## config.mk

```make
export PLATFORM = sky130hd
export DESIGN_NAME = rucq_adj
export DESIGN_NICKNAME = d
export VERILOG_FILES = /design/src/rtl/rect_union_clamp_query_assert.svh /design/src/rtl/rucq_pkg.sv /design/src/rtl/rucq_adj.sv
export SDC_FILE = /design/constraint.sdc
export NUM_CORES = 1
export LEC_CHECK = 0
export BUFFER_PORTS_ARGS = -buffer_cell sky130_fd_sc_hd__buf_2
export CAP_MARGIN = 20
export CORE_MARGIN = 2
export CORE_UTILIZATION = 55
export DETAILED_ROUTE_END_ITERATION = 12
export PLACE_DENSITY = 0.9
export SLEW_MARGIN = 40
export SYNTH_ARGS = -nofsm -noshare
export SYNTH_HDL_FRONTEND = slang
export SYNTH_SLANG_ARGS = --single-unit
```

## constraint.sdc

```tcl
create_clock -name vclk -period 6.5
set_clock_uncertainty 0.1 [all_clocks]
set_input_delay 0.975 -clock vclk [all_inputs]
set_output_delay 0.975 -clock vclk [all_outputs]
set_load 0.05 [all_outputs]
```

## src/rtl/rect_union_clamp_query_assert.svh

```systemverilog
// Assertion macros for the rectangle union clamp/query block.
// Used by the top level; needs i_clk and i_rst_n in scope.
`ifndef RECT_UNION_CLAMP_QUERY_ASSERT_SVH
`define RECT_UNION_CLAMP_QUERY_ASSERT_SVH

// same-cycle implication
`define RUCQ_ASSERT_NOW(label, ante, cons, msg) \
    label: assert property (@(posedge i_clk) disable iff (!i_rst_n) (ante) |-> (cons)) \
        else $error(msg);

// next-cycle implication
`define RUCQ_ASSERT_NEXT(label, ante, cons, msg) \
    label: assert property (@(posedge i_clk) disable iff (!i_rst_n) (ante) |=> (cons)) \
        else $error(msg);

`endif

```

## src/rtl/rucq_pkg.sv

```systemverilog
// Shared types, codes and helpers of the rectangle union clamp/query block.
// No dependencies.
`default_nettype none
package rucq_pkg;
    localparam int COORD_W   = 24;
    localparam int MAX_RECTS = 64;
    localparam int IDX_W     = $clog2(MAX_RECTS);
    localparam int CNT_W     = $clog2(MAX_RECTS + 1);
    localparam int DIST_W    = 50;
    localparam int TOL_W     = 16;
    localparam int HALF_W    = 23;
    localparam int EXT_W     = COORD_W + 2;
    localparam int MAG_W     = COORD_W + 1;

    localparam logic [DIST_W-1:0] DIST_MAX = {DIST_W{1'b1}};

    localparam logic [1:0] MODE_CLEAR = 2'd0;
    localparam logic [1:0] MODE_ADD   = 2'd1;
    localparam logic [1:0] MODE_BUILD = 2'd2;
    localparam logic [1:0] MODE_QUERY = 2'd3;

    localparam logic [1:0] STAT_OK    = 2'd0;
    localparam logic [1:0] STAT_FULL  = 2'd1;
    localparam logic [1:0] STAT_EMPTY = 2'd2;

    localparam logic [1:0] CFG_TOL    = 2'd0;
    localparam logic [1:0] CFG_HALF_W = 2'd1;
    localparam logic [1:0] CFG_HALF_H = 2'd2;

    typedef logic signed [COORD_W-1:0] t_coord;
    typedef logic signed [EXT_W-1:0]   t_ext;

    typedef struct packed {
        t_coord l;
        t_coord r;
        t_coord t;
        t_coord b;
    } t_rect;

    // edge has a neighbor abutting it
    typedef struct packed {
        logic l;
        logic r;
        logic t;
        logic b;
    } t_adj;

    typedef enum logic [3:0] {
        S_IDLE,
        S_ADD,
        S_B_RDI,
        S_B_LATI,
        S_B_SCAN,
        S_B_ARD,
        S_B_AWR,
        S_Q_RD,
        S_Q_CLAMP,
        S_Q_SQX,
        S_Q_SQY,
        S_FIN
    } t_state;

    function automatic t_ext ext(input t_coord v);
        ext = {{2{v[COORD_W-1]}}, v};
    endfunction

    function automatic t_coord sat_coord(input t_ext v);
        t_ext hi;
        t_ext lo;
        hi = {3'b000, {(COORD_W-1){1'b1}}};
        lo = {3'b111, {(COORD_W-1){1'b0}}};
        if (v > hi) begin
            sat_coord = hi[COORD_W-1:0];
        end else if (v < lo) begin
            sat_coord = lo[COORD_W-1:0];
        end else begin
            sat_coord = v[COORD_W-1:0];
        end
    endfunction
endpackage
`default_nettype wire

```

## src/rtl/rucq_adj.sv

```systemverilog
// Adjacency test of one rectangle against one other, on the edges as they stand.
// Depends on rucq_pkg.
`default_nettype none
module rucq_adj
    import rucq_pkg::*;
(
    input  t_rect            i_ei,
    input  t_rect            i_ej,
    input  logic [TOL_W-1:0] i_tol,
    output t_adj             o_hit
);
    t_ext tol;
    logic ovx;
    logic ovy;

    function automatic logic near_edge(input t_ext a, input t_ext b, input t_ext tl);
        t_ext d;
        d = a - b;
        if (d < 0) begin
            d = -d;
        end
        near_edge = (d < tl);
    endfunction

    assign tol = {{(EXT_W-TOL_W){1'b0}}, i_tol};
    assign ovy = (ext(i_ei.t) < ext(i_ej.b) - tol) && (ext(i_ei.b) > ext(i_ej.t) + tol);
    assign ovx = (ext(i_ei.l) < ext(i_ej.r) - tol) && (ext(i_ei.r) > ext(i_ej.l) + tol);

    assign o_hit.l = ovy && near_edge(ext(i_ei.l), ext(i_ej.r), tol);
    assign o_hit.r = ovy && near_edge(ext(i_ei.r), ext(i_ej.l), tol);
    assign o_hit.t = ovx && near_edge(ext(i_ei.t), ext(i_ej.b), tol);
    assign o_hit.b = ovx && near_edge(ext(i_ei.b), ext(i_ej.t), tol);
endmodule
`default_nettype wire

```

==> qor.yml <==
grt_pass1_vias: 18700
ir_drop_mv: 0.0662
yosysTopAreaCell: "ha_1"
ys_seq_area_share_pct: 0
slew_violations: 0
drt_iter0_markers: 1855
relSlewSlack_pct: 58.3
synth_fp_nets: 2609
netSwitchingFraction_pct: 54.4
power_frac_seq_pct: 0
holdCritStartpoint: "i_ei[23]"
vias: 19600
synth_top_area_share_pct: 27.4
p_clk_share_pct: 0
grt_max_degree: 15
hpwlAfterDp_um: 46600
power_density_nw_per_um2: 128
synth_cells: 2071
dp.cells: 2971
hold_path_depth: 6
endpoint_kind: "output pin"
synth.cell_area_um2: 14700
cp_data_arrival_time_ns: 6.03
nNetsFinal: 3217
violations: "negative setup slack"
syn_avg_cell_area_um2: 7.10
fmax_mhz: 141
drv_cap: 0
rsz0062_at_grt: "yes"
hold-worst-slack_ns: 2.76
postLayoutCellArea_um2: 20200
antenna_found_initial: 12
gp_congestion: 1.00
hp-class: "primary input to output pin"
cpPeakStageDelay_ns: 0.37
grt_pass1_wl_um: 88000
core-area_um2: 26100
crit_type: "primary input to output pin"
drc: 0
fill_cells: 1807
portBuffers: 212
core.rowCount: 59
tightest_slew_ns: 0.609
place_area_um2: 19100
grt_use_total_pct: 37.4
finalHoldViolCount: 0
start_kind: "primary input"
setup_tns_ns: -2.19
p_switching_w: 0.00140
p_leak_nw: 10.1
status: "finished, violations left"
setup_viol: 4
crit_fanout: 5
layout_common_cells: "buf_4 (418), ha_1 (316), buf_2 (202)"
die_x_um: 168
final.period_utilization_pct: 109
design.seq.count: 0
cp_common_cell: "a21o_1"
yosysWarnings: 0
io_pins: 212
seqCellArea_um2: 0
routed_wl_um: 59400
cts_hold_buffers: 0
final_common_cell: "buf_4"
finalWorstSetupSlack_ns: -0.601
critPathSlowestCell: "nor4_4"
die_area_um2: 28100
area_delta_synth_final_pct: 37.0
synth_cell_types: 97
min_to: "o_hit[0]"
antenna_left: 0
wl_per_cell_um: 19.7
synthTopCellsByArea: "ha_1 (27%), xnor2_1 (7.3%), a21oi_1 (6.5%), inv_1 (4.7%), xor2_1 (4.2%)"
start_util_pct: 56.3
grt_remaining_overflow: 0
n_clock_buffer: 0
worstPathRequired_ns: 5.42
p_int_w: 0.00117
via_per_inst: 6.48
p_comb_share_pct: 100.0
period_needed_ns: 7.10
drive_gt1_share_pct: 30.6
first_pass_iters: 6
layout.cells.non_filler: 3023
die_h_um: 168
-- cells by family (layout without fill, tap and decap cells) --
kind of cell / after synthesis / in the layout / synth area share [%]
AO/OA/AOI/OAI: 669 / 669 / 30.1
XOR/XNOR: 192 / 192 / 11.4
adder cells (fa/ha/maj): 330 / 330 / 28.5
buffers and inverters: 215 / 821 / 5.66
multiplexers: 15 / 15 / 1.09
other: 0 / 11 / 0
AND/OR/NAND/NOR: 650 / 650 / 23.3
-- per-layer routing --
layer / share of wire [%] / vias up / global-route usage (%)
met1: 37 / 8915 / 43.0
met4: 8.8 / 4 / 23.9
met2: 45 / 1299 / 65.9
li1: - / 8960 / -
met5: 0.040 / - / 0
met3: 9.0 / 417 / 4.37
-- power groups by stage --
stage	Sequential [W]	Combinational, W	Clock (W)
floorplan	0	0.00149	0
global placement	0	0.00217	0
detailed placement	0	0.00229	0
CTS	0	0.00236	0
global route	0	0.00278	0.000000000165
finish	0	0.00257	0.000000000227
-- synthesized netlist by cell type (32+ instances only) --
cell / count
a21o_1: 60
a21oi_1: 191
ha_1: 322
inv_1: 183
nand2_1: 124
nand2b_1: 33
nand3_1: 60
nor2_1: 163
nor2b_1: 32
nor3_1: 52
o21a_1: 36
o21ai_0: 120
xnor2_1: 122
xor2_1: 70
-- worst max path at each step --
stage                         from        to  slack (ns)
final                     i_tol[2]  o_hit[2]       -0.60
after global routing      i_ej[51]  o_hit[3]       -0.74
after CTS                 i_tol[0]  o_hit[1]       -0.36
after detailed placement  i_tol[1]  o_hit[1]       -1.00
after global placement    i_ej[48]  o_hit[1]       -0.89
after floorplan           i_ei[24]  o_hit[1]       -0.13
-- stage by stage --
stage / setup WS (ns) / utilization [%] / total power (W)
after floorplan: -0.129 / - / 0.00149
after global placement: -0.891 / 73.1 / 0.00217
after detailed placement: -1.00 / 73.1 / 0.00229
after CTS: -0.362 / 75.0 / 0.00236
after global routing: -0.744 / 77.1 / 0.00278
final: -0.601 / 77.1 / 0.00257
-- cell type report --
type               count  area [um2]  share of cell area [%]
repair buffers       638        4380                    21.7
diodes                11        27.5                   0.137
inverters            183         693                    3.44
well taps            335         419                    2.08
multi-input cells   1856       14600                    72.6
-- worst max-delay path, delay by kind of cell --
family / cells / cell delay (ns)
adders and majority gates: 2 / 0.63
and+or+nand+nor: 4 / 0.76
AOI/OAI and AO/OA: 15 / 2.42
buffers and inverters: 8 / 1.20
-- what timing repair did --
action | CTS | global route
pin swaps | 55 | 64
gates resized for setup | 85 | 83
setup endpoints to repair | 4 | 4
buffers inserted | 24 | 18
Note: power is estimated with default switching activity, not from simulation.
